`src/design/ckb_pkg.sv`:
```
`timescale 1ns / 1ps

package ckb_pkg;

    // frame geometry
    localparam int FRAME_WIDTH  = 640;
    localparam int FRAME_HEIGHT = 480;
    localparam logic [10:0] FRAME_W_LIM = 11'(FRAME_WIDTH);
    localparam logic [10:0] FRAME_H_LIM = 11'(FRAME_HEIGHT);

    // pixel and scaling constants
    localparam logic [31:0] ALPHA_MASK = 32'hff00_0000;
    localparam logic [6:0]  PERCENT    = 7'd100;

    // divide by 100 as multiply by reciprocal, exact for products below 2^18
    localparam int          PROD_W       = 18;
    localparam int          DIV100_W     = 19;
    localparam logic [DIV100_W-1:0] DIV100_MUL = 19'd335545;
    localparam int          DIV100_SHIFT = 25;
    localparam int          DIV_PROD_W   = PROD_W + DIV100_W;

    // front to back queue
    localparam int Q_DEPTH = 4;
    localparam int Q_PTR_W = $clog2(Q_DEPTH);

    // register file
    localparam int APB_ADDR_W = 5;
    localparam logic [2:0] REG_COLOR_KEY     = 3'd0;
    localparam logic [2:0] REG_DRAW_MODE     = 3'd1;
    localparam logic [2:0] REG_OFFSET_X      = 3'd2;
    localparam logic [2:0] REG_OFFSET_Y      = 3'd3;
    localparam logic [2:0] REG_SPRITE_WIDTH  = 3'd4;
    localparam logic [2:0] REG_SPRITE_HEIGHT = 3'd5;
    localparam logic [2:0] REG_DRAW_RATE     = 3'd6;

    // draw modes
    localparam logic [1:0] MODE_COPY  = 2'd0;
    localparam logic [1:0] MODE_TINT  = 2'd1;
    localparam logic [1:0] MODE_BLEND = 2'd2;
    localparam logic [1:0] MODE_RAW   = 2'd3;

    // reset values
    localparam logic [31:0] RST_COLOR_KEY = 32'hffff_ffff;
    localparam logic [6:0]  RST_DRAW_RATE = 7'd100;

    typedef struct packed {
        logic [31:0] color_key;
        logic [1:0]  draw_mode;
        logic [11:0] offset_x;
        logic [11:0] offset_y;
        logic [10:0] sprite_width;
        logic [10:0] sprite_height;
        logic [6:0]  draw_rate;
    } cfg_t;

    // what the back end does with a pixel
    typedef enum logic [2:0] {
        OP_KEEP,
        OP_COPY,
        OP_TINT,
        OP_BLEND,
        OP_RAW
    } op_t;

    typedef struct packed {
        op_t         op;
        logic [9:0]  frame_x;
        logic [9:0]  frame_y;
        logic [31:0] src_pixel;
        logic [31:0] frame_pixel;
        logic        last_pixel;
    } rec_t;

endpackage

```
`src/design/ckb_regs.sv`:
```
`timescale 1ns / 1ps

module ckb_regs import ckb_pkg::*; (
    input  logic                  aclk,
    input  logic                  aresetn,
    input  logic                  psel,
    input  logic                  penable,
    input  logic                  pwrite,
    input  logic [APB_ADDR_W-1:0] paddr,
    input  logic [31:0]           pwdata,
    output logic [31:0]           prdata,
    output cfg_t                  cfg
);

    cfg_t       cfg_reg;
    logic       wr_en;
    logic [2:0] reg_idx;

    assign wr_en   = psel && penable && pwrite;
    assign reg_idx = paddr[4:2];
    assign cfg     = cfg_reg;

    // register writes
    always_ff @(posedge aclk) begin
        if (!aresetn) begin
            cfg_reg.color_key     <= RST_COLOR_KEY;
            cfg_reg.draw_mode     <= MODE_COPY;
            cfg_reg.offset_x      <= '0;
            cfg_reg.offset_y      <= '0;
            cfg_reg.sprite_width  <= '0;
            cfg_reg.sprite_height <= '0;
            cfg_reg.draw_rate     <= RST_DRAW_RATE;
        end else if (wr_en) begin
            case (reg_idx)
                REG_COLOR_KEY:     cfg_reg.color_key     <= pwdata;
                REG_DRAW_MODE:     cfg_reg.draw_mode     <= pwdata[1:0];
                REG_OFFSET_X:      cfg_reg.offset_x      <= pwdata[11:0];
                REG_OFFSET_Y:      cfg_reg.offset_y      <= pwdata[11:0];
                REG_SPRITE_WIDTH:  cfg_reg.sprite_width  <= pwdata[10:0];
                REG_SPRITE_HEIGHT: cfg_reg.sprite_height <= pwdata[10:0];
                REG_DRAW_RATE:     cfg_reg.draw_rate     <= pwdata[6:0];
                default: ;
            endcase
        end
    end

    // read back
    always_comb begin
        case (reg_idx)
            REG_COLOR_KEY:     prdata = cfg_reg.color_key;
            REG_DRAW_MODE:     prdata = {30'd0, cfg_reg.draw_mode};
            REG_OFFSET_X:      prdata = {20'd0, cfg_reg.offset_x};
            REG_OFFSET_Y:      prdata = {20'd0, cfg_reg.offset_y};
            REG_SPRITE_WIDTH:  prdata = {21'd0, cfg_reg.sprite_width};
            REG_SPRITE_HEIGHT: prdata = {21'd0, cfg_reg.sprite_height};
            REG_DRAW_RATE:     prdata = {25'd0, cfg_reg.draw_rate};
            default:           prdata = '0;
        endcase
    end

endmodule

```
`src/design/ckb_queue.sv`:
```
`timescale 1ns / 1ps

module ckb_queue import ckb_pkg::*; (
    input  logic aclk,
    input  logic aresetn,
    input  logic push,
    input  rec_t push_data,
    output logic full,
    input  logic pop,
    output rec_t pop_data,
    output logic empty
);

    rec_t               mem [Q_DEPTH];
    logic [Q_PTR_W-1:0] wr_ptr_reg, wr_ptr_next;
    logic [Q_PTR_W-1:0] rd_ptr_reg, rd_ptr_next;
    logic [Q_PTR_W:0]   count_reg, count_next;
    logic               do_push, do_pop;

    assign full     = (count_reg == (Q_PTR_W+1)'(Q_DEPTH));
    assign empty    = (count_reg == '0);
    assign do_push  = push && !full;
    assign do_pop   = pop && !empty;
    assign pop_data = mem[rd_ptr_reg];

    // pointer and fill level
    always_comb begin
        wr_ptr_next = wr_ptr_reg;
        rd_ptr_next = rd_ptr_reg;
        count_next  = count_reg;
        if (do_push) begin
            wr_ptr_next = (wr_ptr_reg == Q_PTR_W'(Q_DEPTH - 1)) ? '0 : wr_ptr_reg + 1'b1;
        end
        if (do_pop) begin
            rd_ptr_next = (rd_ptr_reg == Q_PTR_W'(Q_DEPTH - 1)) ? '0 : rd_ptr_reg + 1'b1;
        end
        if (do_push && !do_pop) begin
            count_next = count_reg + 1'b1;
        end else if (do_pop && !do_push) begin
            count_next = count_reg - 1'b1;
        end
    end

    always_ff @(posedge aclk) begin
        if (!aresetn) begin
            wr_ptr_reg <= '0;
            rd_ptr_reg <= '0;
            count_reg  <= '0;
        end else begin
            wr_ptr_reg <= wr_ptr_next;
            rd_ptr_reg <= rd_ptr_next;
            count_reg  <= count_next;
        end
    end

    // storage
    always_ff @(posedge aclk) begin
        if (do_push) begin
            mem[wr_ptr_reg] <= push_data;
        end
    end

endmodule

```
`src/design/ckb_front.sv`:
```
`timescale 1ns / 1ps

module ckb_front import ckb_pkg::*; (
    input  logic        aclk,
    input  logic        aresetn,
    input  cfg_t        cfg,
    input  logic        s_valid,
    output logic        s_ready,
    input  logic [9:0]  s_src_col,
    input  logic [9:0]  s_src_row,
    input  logic [31:0] s_src_pixel,
    input  logic [31:0] s_frame_pixel,
    input  logic        s_last_pixel,
    output logic        q_push,
    output rec_t        q_data,
    input  logic        q_full
);

    // true if pos falls inside the clipped extent along one axis
    function automatic logic in_span(input logic [11:0] off, input logic [10:0] full,
                                     input logic [10:0] drawn, input logic [10:0] limit,
                                     input logic [9:0] pos);
        logic signed [14:0] off_s;
        logic signed [14:0] skip;
        logic signed [14:0] d;
        logic signed [14:0] dr;
        logic signed [14:0] span_end;
        logic signed [14:0] lim_s;
        logic signed [14:0] pos_s;
        off_s = 15'($signed(off));
        if (off[11]) begin
            skip = -off_s;
            d    = '0;
        end else begin
            skip = '0;
            d    = off_s;
        end
        dr       = $signed({4'd0, drawn}) - skip;
        span_end = d + $signed({4'd0, full});
        lim_s    = $signed({4'd0, limit});
        if (lim_s < span_end) begin
            dr = dr - (span_end - lim_s);
        end
        pos_s = $signed({5'd0, pos});
        return (pos_s >= skip) && ((pos_s - skip) < dr);
    endfunction

    // stage a: scaled size products
    logic                a_valid_reg, a_valid_next;
    logic [9:0]          a_col_reg, a_row_reg;
    logic [31:0]         a_src_reg, a_frm_reg;
    logic                a_last_reg;
    logic [PROD_W-1:0]   a_wprod_reg, a_hprod_reg;
    // stage b: extents divided by 100
    logic                b_valid_reg, b_valid_next;
    logic [9:0]          b_col_reg, b_row_reg;
    logic [31:0]         b_src_reg, b_frm_reg;
    logic                b_last_reg;
    logic [10:0]         b_rw_reg, b_rh_reg;

    logic                a_ready, b_ready, a_adv, b_adv, s_adv;
    logic [6:0]          rate_clamped;
    logic [DIV_PROD_W-1:0] w_mul, h_mul;
    logic [10:0]         rh_eff;
    logic                in_x, in_y, in_win, keyed;
    logic [31:0]         p_opaque;
    op_t                 op;

    // elastic handshake through the two stages
    assign b_adv   = b_valid_reg && !q_full;
    assign b_ready = !b_valid_reg || b_adv;
    assign a_adv   = a_valid_reg && b_ready;
    assign a_ready = !a_valid_reg || b_ready;
    assign s_ready = a_ready;
    assign s_adv   = s_valid && a_ready;

    always_comb begin
        a_valid_next = a_valid_reg;
        if (a_ready) begin
            a_valid_next = s_valid;
        end
        b_valid_next = b_valid_reg;
        if (b_ready) begin
            b_valid_next = a_valid_reg;
        end
    end

    always_ff @(posedge aclk) begin
        if (!aresetn) begin
            a_valid_reg <= 1'b0;
            b_valid_reg <= 1'b0;
        end else begin
            a_valid_reg <= a_valid_next;
            b_valid_reg <= b_valid_next;
        end
    end

    // rate above one hundred counts as one hundred
    assign rate_clamped = (cfg.draw_rate > PERCENT) ? PERCENT : cfg.draw_rate;

    always_ff @(posedge aclk) begin
        if (s_adv) begin
            a_col_reg   <= s_src_col;
            a_row_reg   <= s_src_row;
            a_src_reg   <= s_src_pixel;
            a_frm_reg   <= s_frame_pixel;
            a_last_reg  <= s_last_pixel;
            a_wprod_reg <= PROD_W'(cfg.sprite_width) * PROD_W'(rate_clamped);
            a_hprod_reg <= PROD_W'(cfg.sprite_height) * PROD_W'(rate_clamped);
        end
    end

    // reciprocal multiply for the divide by 100
    assign w_mul = DIV_PROD_W'(a_wprod_reg) * DIV_PROD_W'(DIV100_MUL);
    assign h_mul = DIV_PROD_W'(a_hprod_reg) * DIV_PROD_W'(DIV100_MUL);

    always_ff @(posedge aclk) begin
        if (a_adv) begin
            b_col_reg  <= a_col_reg;
            b_row_reg  <= a_row_reg;
            b_src_reg  <= a_src_reg;
            b_frm_reg  <= a_frm_reg;
            b_last_reg <= a_last_reg;
            b_rw_reg   <= w_mul[DIV100_SHIFT +: 11];
            b_rh_reg   <= h_mul[DIV100_SHIFT +: 11];
        end
    end

    // clip window and colour key
    assign rh_eff   = (cfg.draw_mode == MODE_RAW) ? b_rh_reg : cfg.sprite_height;
    assign in_x     = in_span(cfg.offset_x, cfg.sprite_width, b_rw_reg, FRAME_W_LIM, b_col_reg);
    assign in_y     = in_span(cfg.offset_y, cfg.sprite_height, rh_eff, FRAME_H_LIM, b_row_reg);
    assign in_win   = in_x && in_y;
    assign p_opaque = b_src_reg | ALPHA_MASK;
    assign keyed    = (p_opaque == cfg.color_key);

    always_comb begin
        op = OP_KEEP;
        if (in_win) begin
            case (cfg.draw_mode)
                MODE_RAW:   op = OP_RAW;
                MODE_COPY:  op = keyed ? OP_KEEP : OP_COPY;
                MODE_TINT:  op = keyed ? OP_KEEP : OP_TINT;
                MODE_BLEND: op = keyed ? OP_KEEP : OP_BLEND;
                default:    op = OP_KEEP;
            endcase
        end
    end

    // classified beat into the queue
    assign q_push              = b_adv;
    assign q_data.op           = op;
    assign q_data.frame_x      = in_win ? (cfg.offset_x[9:0] + b_col_reg) : '0;
    assign q_data.frame_y      = in_win ? (cfg.offset_y[9:0] + b_row_reg) : '0;
    assign q_data.src_pixel    = b_src_reg;
    assign q_data.frame_pixel  = b_frm_reg;
    assign q_data.last_pixel   = b_last_reg;

endmodule

```
`src/design/ckb_back.sv`:
```
`timescale 1ns / 1ps

module ckb_back import ckb_pkg::*; (
    input  logic        aclk,
    input  logic        aresetn,
    input  logic        q_empty,
    input  rec_t        q_data,
    output logic        q_pop,
    output logic        m_valid,
    input  logic        m_ready,
    output logic        m_write_enable,
    output logic [9:0]  m_frame_x,
    output logic [9:0]  m_frame_y,
    output logic [31:0] m_out_pixel,
    output logic        m_done_res
);

    logic        m_valid_reg, m_valid_next;
    logic        we_reg;
    logic [9:0]  fx_reg, fy_reg;
    logic [31:0] pix_reg;
    logic        done_reg;
    logic [31:0] p_opaque, blend, pix_next;
    logic [8:0]  byte_sum;

    // take the next beat whenever the output register is free or drains
    assign q_pop = !q_empty && (!m_valid_reg || m_ready);

    always_comb begin
        m_valid_next = m_valid_reg;
        if (q_pop) begin
            m_valid_next = 1'b1;
        end else if (m_ready) begin
            m_valid_next = 1'b0;
        end
    end

    always_ff @(posedge aclk) begin
        if (!aresetn) begin
            m_valid_reg <= 1'b0;
        end else begin
            m_valid_reg <= m_valid_next;
        end
    end

    // per-channel average for half blend
    assign p_opaque = q_data.src_pixel | ALPHA_MASK;

    always_comb begin
        blend    = '0;
        byte_sum = '0;
        for (int i = 0; i < 4; i++) begin
            byte_sum       = {1'b0, p_opaque[8*i +: 8]} + {1'b0, q_data.frame_pixel[8*i +: 8]};
            blend[8*i +: 8] = byte_sum[8:1];
        end
    end

    // pixel to store
    always_comb begin
        case (q_data.op)
            OP_KEEP:  pix_next = q_data.frame_pixel;
            OP_COPY:  pix_next = p_opaque;
            OP_TINT:  pix_next = {p_opaque[31:16], 1'b0, p_opaque[15:9], 1'b0, p_opaque[7:1]};
            OP_BLEND: pix_next = blend;
            OP_RAW:   pix_next = q_data.src_pixel;
            default:  pix_next = q_data.frame_pixel;
        endcase
    end

    always_ff @(posedge aclk) begin
        if (q_pop) begin
            we_reg   <= (q_data.op != OP_KEEP);
            fx_reg   <= q_data.frame_x;
            fy_reg   <= q_data.frame_y;
            pix_reg  <= pix_next;
            done_reg <= q_data.last_pixel;
        end
    end

    assign m_valid        = m_valid_reg;
    assign m_write_enable = we_reg;
    assign m_frame_x      = fx_reg;
    assign m_frame_y      = fy_reg;
    assign m_out_pixel    = pix_reg;
    assign m_done_res     = done_reg;

endmodule

```
`src/design/color_keyed_sprite_blitter.sv`:
```
`timescale 1ns / 1ps
// channel  | direction | handshake         | beat contents
// ---------+-----------+-------------------+---------------------------------------------
// s_       | in        | s_valid / s_ready | sprite col, row, sprite pixel, frame pixel, last
// m_       | out       | m_valid / m_ready | write enable, frame x, frame y, pixel, done
// apb      | in        | psel/penable      | seven registers at byte addresses 0 to 24
//
// one pixel a cycle sustained while neither side stalls; an input beat passes in order through
// the rate multiply stage, the reciprocal divide stage, the queue and the output register
// the front stalls only when the queue is full, the back only when m_ready is low
// synchronous active-low reset clears the pipeline valid flags, empties the queue and returns the registers to defaults

module color_keyed_sprite_blitter import ckb_pkg::*; (
    input  logic                  aclk,
    input  logic                  aresetn,
    input  logic                  psel,
    input  logic                  penable,
    input  logic                  pwrite,
    input  logic [APB_ADDR_W-1:0] paddr,
    input  logic [31:0]           pwdata,
    output logic [31:0]           prdata,
    output logic                  pready,
    input  logic                  s_valid,
    output logic                  s_ready,
    input  logic [9:0]            s_src_col,
    input  logic [9:0]            s_src_row,
    input  logic [31:0]           s_src_pixel,
    input  logic [31:0]           s_frame_pixel,
    input  logic                  s_last_pixel,
    output logic                  m_valid,
    input  logic                  m_ready,
    output logic                  m_write_enable,
    output logic [9:0]            m_frame_x,
    output logic [9:0]            m_frame_y,
    output logic [31:0]           m_out_pixel,
    output logic                  m_done_res
);

    cfg_t cfg;
    rec_t q_in, q_out;
    logic q_push, q_full, q_pop, q_empty;

    assign pready = 1'b1;

    // configuration registers
    ckb_regs u_regs (
        .aclk    (aclk),
        .aresetn (aresetn),
        .psel    (psel),
        .penable (penable),
        .pwrite  (pwrite),
        .paddr   (paddr),
        .pwdata  (pwdata),
        .prdata  (prdata),
        .cfg     (cfg)
    );

    // scaling and classification
    ckb_front u_front (
        .aclk          (aclk),
        .aresetn       (aresetn),
        .cfg           (cfg),
        .s_valid       (s_valid),
        .s_ready       (s_ready),
        .s_src_col     (s_src_col),
        .s_src_row     (s_src_row),
        .s_src_pixel   (s_src_pixel),
        .s_frame_pixel (s_frame_pixel),
        .s_last_pixel  (s_last_pixel),
        .q_push        (q_push),
        .q_data        (q_in),
        .q_full        (q_full)
    );

    // decoupling queue
    ckb_queue u_queue (
        .aclk      (aclk),
        .aresetn   (aresetn),
        .push      (q_push),
        .push_data (q_in),
        .full      (q_full),
        .pop       (q_pop),
        .pop_data  (q_out),
        .empty     (q_empty)
    );

    // pixel operation and output register
    ckb_back u_back (
        .aclk           (aclk),
        .aresetn        (aresetn),
        .q_empty        (q_empty),
        .q_data         (q_out),
        .q_pop          (q_pop),
        .m_valid        (m_valid),
        .m_ready        (m_ready),
        .m_write_enable (m_write_enable),
        .m_frame_x      (m_frame_x),
        .m_frame_y      (m_frame_y),
        .m_out_pixel    (m_out_pixel),
        .m_done_res     (m_done_res)
    );

endmodule

```
`config.mk`:
```
export PLATFORM = sky130hd
export DESIGN_NAME = color_keyed_sprite_blitter
export DESIGN_NICKNAME = d
export VERILOG_FILES = /design/src/design/ckb_pkg.sv /design/src/design/ckb_regs.sv /design/src/design/ckb_queue.sv /design/src/design/ckb_front.sv /design/src/design/ckb_back.sv /design/src/design/color_keyed_sprite_blitter.sv
export SDC_FILE = /design/constraint.sdc
export NUM_CORES = 2
export LEC_CHECK = 0
export BUFFER_PORTS_ARGS = -buffer_cell sky130_fd_sc_hd__buf_2
export CELL_PAD_IN_SITES_DETAIL_PLACEMENT = 0
export CELL_PAD_IN_SITES_GLOBAL_PLACEMENT = 2
export CORE_AREA = 5 5 459 461
export DETAILED_ROUTE_END_ITERATION = 10
export DIE_AREA = 0 0 464 466
export PLACE_DENSITY_LB_ADDON = 0.1
export SLEW_MARGIN = 5
export SYNTH_ARGS = -nofsm -noshare
export SYNTH_HDL_FRONTEND = slang
export SYNTH_HIERARCHICAL = 1
export SYNTH_SLANG_ARGS = --single-unit
```
`constraint.sdc`:
```
create_clock -name aclk -period 10 [get_ports aclk]
set_input_delay 0.5 -clock aclk [delete_from_list [all_inputs] [get_ports aclk]]
set_output_delay 0.5 -clock aclk [all_outputs]
set_load 0.01 [all_outputs]
```
=== Yosys cells after proc, flatten, opt, wreduce, memory -nomap -nowiden ===
Memory sizes are Yosys's and may differ from the RTL's. A register that Yosys moved wholly into a read port is not among the register bits.
Cells that the tools add are included.

* Reduce and logical (&&, ||, !) cells: 36
* Equal/unequal tests: 17
* $add $sub $neg: 22
* Mux-type cells: 27
* Magnitude comparators: 7
* Multiply operators: 4

{| class="wikitable"
|+ Operators with widths
! operator !! count
|-
| $pmux 32 s7 || 1
|-
| $pmux 32 s4 || 1
|-
| $mul 18x19->36 const B || 2
|-
| $mux 15 || 4
|-
| $mul 11x7->18 || 2
|-
| $mux 11 || 3
|-
| $eq 32x32->1 || 1
|-
| $ge 11x15->1 || 2
|-
| $lt 15x15->1 || 2
|-
| $neg 12->15 || 2
|-
| $sub 11x15->15 || 2
|-
| $sub 12x15->15 || 2
|-
| $sub 15x15->15 || 2
|-
| $add 8x8->9 || 3
|-
| $add 11x11->12 || 2
|-
| $add 10x10->10 || 2
|-
| $mux 10 || 2
|-
| $eq 3x3->1 const B || 5
|-
| $lt 10x15->1 const A || 1
|-
| $lt 11x15->1 const A || 1
|-
| $sub 15x10->15 const B || 1
|-
| $sub 15x11->15 const B || 1
|-
| $reduce_and 2->1 || 7
|-
| $logic_and 1x1->1 || 13
|-
| other kinds (20) || 49
|}

* Memory bits (writable): 352
* Register bits: 379
* Memories: 1
* Output and inout bits: 89
* Logic and storage cells: 146

{| class="wikitable"
|+ Memory list
! name !! depth !! width !! rd ports !! clocked after memory_dff !! write ports !! line !! RTL
|-
| u_queue.mem || 4 || 88 || 1 || 1 || 1 || ckb_queue.sv:14 || <nowiki>rec_t mem [Q_DEPTH];</nowiki>
|}

=== Depth between registers and ports, before layout ===
* Word-level depth: 9
* Depth in mapped cells: 32
* Mapped depth without buffers: 31

=== By module ===
The synthesis kept the hierarchy.

{| class="wikitable"
|+ Modules (own cells, without submodules)
! module !! area an instance (um2) !! cells an instance !! instances
|-
| ckb_front || 29,748.5 || 2,909 || 1
|-
| ckb_queue || 13,160.1 || 511 || 1
|-
| ckb_back || 4,250.3 || 425 || 1
|-
| ckb_regs || 4,076.4 || 444 || 1
|-
| color_keyed_sprite_blitter || 11.3 || 2 || 1
|}

=== Least setup slack after synthesis ===
No wires, ideal clock.

* Kind: register to register
* From: register u_queue.count_reg[0]
* To: register u_front.b_col_reg[0], enable pin
* Setup time: 736 ps
* Slack: 975 ps
* Required time: 9,264 ps
* Arrival time: 8,289 ps
* Cell stages (with the launch flop): 3
* Cell sequence: dfxtp_1 nor3b_1 a21boi_0

* Word-level cells in the longest chain between the ends: 5

{| class="wikitable"
|+ Ends and longest elaborated chain
! element !! line !! RTL
|-
| start, declared || ckb_queue.sv:17 || <nowiki>logic [Q_PTR_W:0] count_reg, count_next;</nowiki>
|-
| start signal, assigned || ckb_queue.sv:52 || <nowiki>count_reg <= count_next;</nowiki>
|-
| $eq 3x3->1 || ckb_queue.sv:20 || <nowiki>assign full = (count_reg == (Q_PTR_W+1)'(Q_DEPTH));</nowiki>
|-
| via q_full || color_keyed_sprite_blitter.sv:41 || <nowiki>logic q_push, q_full, q_pop, q_empty;</nowiki>
|-
| $logic_not 1->1 || ckb_front.sv:70 || <nowiki>assign b_adv = b_valid_reg && !q_full;</nowiki>
|-
| $logic_and 1x1->1 || ckb_front.sv:70 ||
|-
| $logic_or 1x1->1 || ckb_front.sv:71 || <nowiki>assign b_ready = !b_valid_reg || b_adv;</nowiki>
|-
| $logic_and 1x1->1 || ckb_front.sv:72 || <nowiki>assign a_adv = a_valid_reg && b_ready;</nowiki>
|-
| via u_front.a_adv || ckb_front.sv:61 || <nowiki>logic a_ready, b_ready, a_adv, b_adv, s_adv;</nowiki>
|-
| end signal, assigned || ckb_front.sv:119 || <nowiki>b_col_reg <= a_col_reg;</nowiki>
|-
| end, declared || ckb_front.sv:56 || <nowiki>logic [9:0] b_col_reg, b_row_reg;</nowiki>
|}

The timed path passes the listed nets, and every way through them passes these cells.
A chain may end at the register's enable or synchronous reset.

==> run_results.csv <==
group,metric,value,unit
status,status,"complete, no violations",
run,drv_cap,0,
pwr,switching_share,38.0,%
place,numPortBuffers,214,
route,vias,33000,
cells_and_area,layout_commonest_cell,"edfxtp_1",
cells_and_area,largest_reg_flops,352,
setup_path,cp_max_fo,27,
timing,worst_pin_slew,1.28,ns
setup_path,worstSetupPathType,"flip-flop to flip-flop",
pwr,total_power,12.4,mW
yosys,async_flop_share,0,%
floorplanning,core,206000,um^2
pwr,p_comb_share,42.2,%
pwr,netSwitchingPower,4.72,mW
setup_path,cp_common_cell,"ha_1",
grt,grt_max_degree,100,
cells_and_area,mostFrequentLayoutCells,"634 x edfxtp_1, 605 x inv_1, 564 x ha_1",
cells_and_area,post-route-cell-area,59200,um^2
cts,h-tree-depth,3,
route,post_drt_wl_per_cell,23.0,um
place,gp_congestion,0.787,
route,ant_nets,0,
cts,clk_latency,0.74,ns
pwr,p_seq_share,31.8,%
cts,tritoncts,"yes",
timing,skew,0.0654,ns
timing,drv_slew,0,
setup_path,critPathCaptureType,"flip-flop",
place,place_area,55400,um^2
grt,grt_pass1_wl,251000,um
timing,finalSetupTns,0,ns
yosys,syn_area,51200,um^2
setup_path,cp_slowest_cell,"dfxtp_1",
pwr,leakage,24.7,nW
setup_path,start_kind,"flip-flop",
floorplanning,die_area,216000,um^2
yosys,ys_seq_area_share,41.0,%
pwr,power_density,210,nW/um^2
route,drt-total-wl,170000,um
route,drt_iter0_drc,1843,
pwr,p_int,7.70,mW
grt,grt_overflow,0,
yosys,syn_avg_cell_area,11.9,um^2
setup_path,crit_required,10.39,ns
floorplanning,die_w,464,um
floorplanning,rows,167,
route,vias_per_cell,4.47,
floorplanning,start_util,24.9,%
setup_path,cpPeakStageDelay,1.00,ns
floorplanning,ios,218,
yosys,ys_types,90,
grt,antenna_found_initial,15,
route,drtPass1Iterations,8,
cts,root_buffer,"clkbuf_16",
cells_and_area,drive_above_1_share,12.0,%
yosys,synthFlopType,"edfxtp_1",
cts,clock-sinks,733,
timing,max_freq,132,MHz
yosys,synth_seq_cells,733,
timing,period_needed,7.57,ns
yosys,ys_warn_count,6,
cells_and_area,syn2layout_area_growth,15.4,%
cts,path_clk_slew,0.06,ns
worst_hold_path,hp-class,"input port to flip-flop",
cts,numCtsBuffers,89,
pwr,clkPwrFrac,26.0,%
timing,setup_viol,0,
place,place_hpwl,130000,um
floorplanning,die_y,466,um
pwr,ir_drop,0.145,mV
timing,min_period_over_period,75.7,%
yosys,syn_inst,4291,
timing,rsz0062_at_grt,"false",
cts,clockBufferDepth,3,
timing,finalHoldViolations,0,
place,place_inst,7129,
timing,max_slew_margin,14.5,%
yosys,synth_edf_count,634,
cells_and_area,instances_no_fill,7380,
cells_and_area,nets,5626,
yosys,synth_nets,5320,
setup_path,arrival,7.97,ns
grt,grt_pass1_vias,36000,
grt,grt_usage,15.7,%
route,drc,0,
[timing repair]
action / 4_1_cts / 5_1_grt
resized for setup: 0 / 0
hold endpoints to repair: 81 / 0
hold buffers: 81 / 0
setup buffers: 0 / 0
[synthesized netlist by cell type, types with 28 or more instances]
cell type | number | area, um^2
a211oi_1 | 28 | 210
a21o_1 | 47 | 353
a21oi_1 | 150 | 751
and2_1 | 55 | 344
and3_1 | 52 | 325
buf_2 | 35 | 175
clkbuf_1 | 55 | 206
dfxtp_1 | 99 | 1980
edfxtp_1 | 634 | 19000
fa_1 | 336 | 6730
ha_1 | 564 | 7060
inv_1 | 605 | 2270
mux2_2 | 29 | 327
mux2i_1 | 86 | 861
mux4_2 | 92 | 2070
nand2_1 | 340 | 1280
nand3_1 | 47 | 235
nor2_1 | 146 | 548
nor2b_1 | 51 | 319
nor3_1 | 81 | 405
o21ai_0 | 141 | 706
o311ai_1 | 28 | 245
xnor2_1 | 107 | 937
xor2_1 | 75 | 657
[cell type report]
type                    instances  area (um^2)
fillers                     21200       147000
multi-input cells            2827        27300
flip-flops and latches        733        21000
well taps                    2704         3380
clock buffers                 116         2360
inverters                     606         2270
repair buffers                340         2250
clock inverters                47          568
diodes                          7         17.5
[cell families (layout without fill, tap and decap cells)]
group	count (synthesis)	in the layout	share of synthesized area (%)
xor gates and xnor gates	182	182	3.11
AOI/OAI and AO/OA	647	647	8.41
and+or+nand+nor	886	886	8.28
adders and majority gates	900	900	26.9
DFF	733	733	41.0
other	1	8	0.00732
muxes	211	211	6.45
buffers and inverters	731	1109	5.83
[metal layers]
metal  routed length, um  part of all wire, %  global-route usage [%]
met5                   0                    0                       0
met4                4110                  2.4                    4.10
met3                4750                  2.8                    1.76
met2               84000                   49                    27.5
met1               77000                   45                    20.5
[metrics by stage]
step | hold slack [ns] | setup WS (ns) | util [%]
floorplan | 0.400 | 0.975 | -
global placement | 0.402 | 2.29 | 26.9
detailed placement | 0.405 | 2.29 | 26.9
CTS | 0.00110 | 2.24 | 28.7
global route | 0.0163 | 1.66 | 28.7
finish | 0.0500 | 2.43 | 28.7
[power by group through the flow]
stage / combinational, mW / clock, mW / sequential (mW)
final: 5.24 / 3.23 / 3.95
after global routing: 6.02 / 3.50 / 3.98
after CTS: 5.40 / 3.37 / 3.97
after detailed placement: 5.32 / 0 / 4.03
after global placement: 5.37 / 0 / 4.03
after floorplan: 3.65 / 0 / 3.96
[worst max-delay path, delay by kind of cell, from the launching register on]
kind	cells	cell delay, ns
compound gates	9	2.07
simple gates	10	1.85
fa+ha+maj	5	1.49
flops	1	1.00
buf+inv	2	0.39
mux	1	0.30
xor+xnor	1	0.13
[final timing paths]
check             slack, ns                        endpoint                           start  depth (start not counted)
setup reg to reg       2.43    u_queue/mem[1][84]$_DFFE_PP_     u_regs/cfg[52]$_SDFFE_PN0P_                         28
hold / removal         0.05  u_front/a_row_reg[6]$_DFFE_PP_                    s_src_row[6]                          1
hold reg to reg        0.40  u_front/b_src_reg[7]$_DFFE_PP_  u_front/a_src_reg[7]$_DFFE_PP_                          0
setup / recovery       2.43    u_queue/mem[1][84]$_DFFE_PP_     u_regs/cfg[52]$_SDFFE_PN0P_                         28
Power figures use the tool's default switching activity.
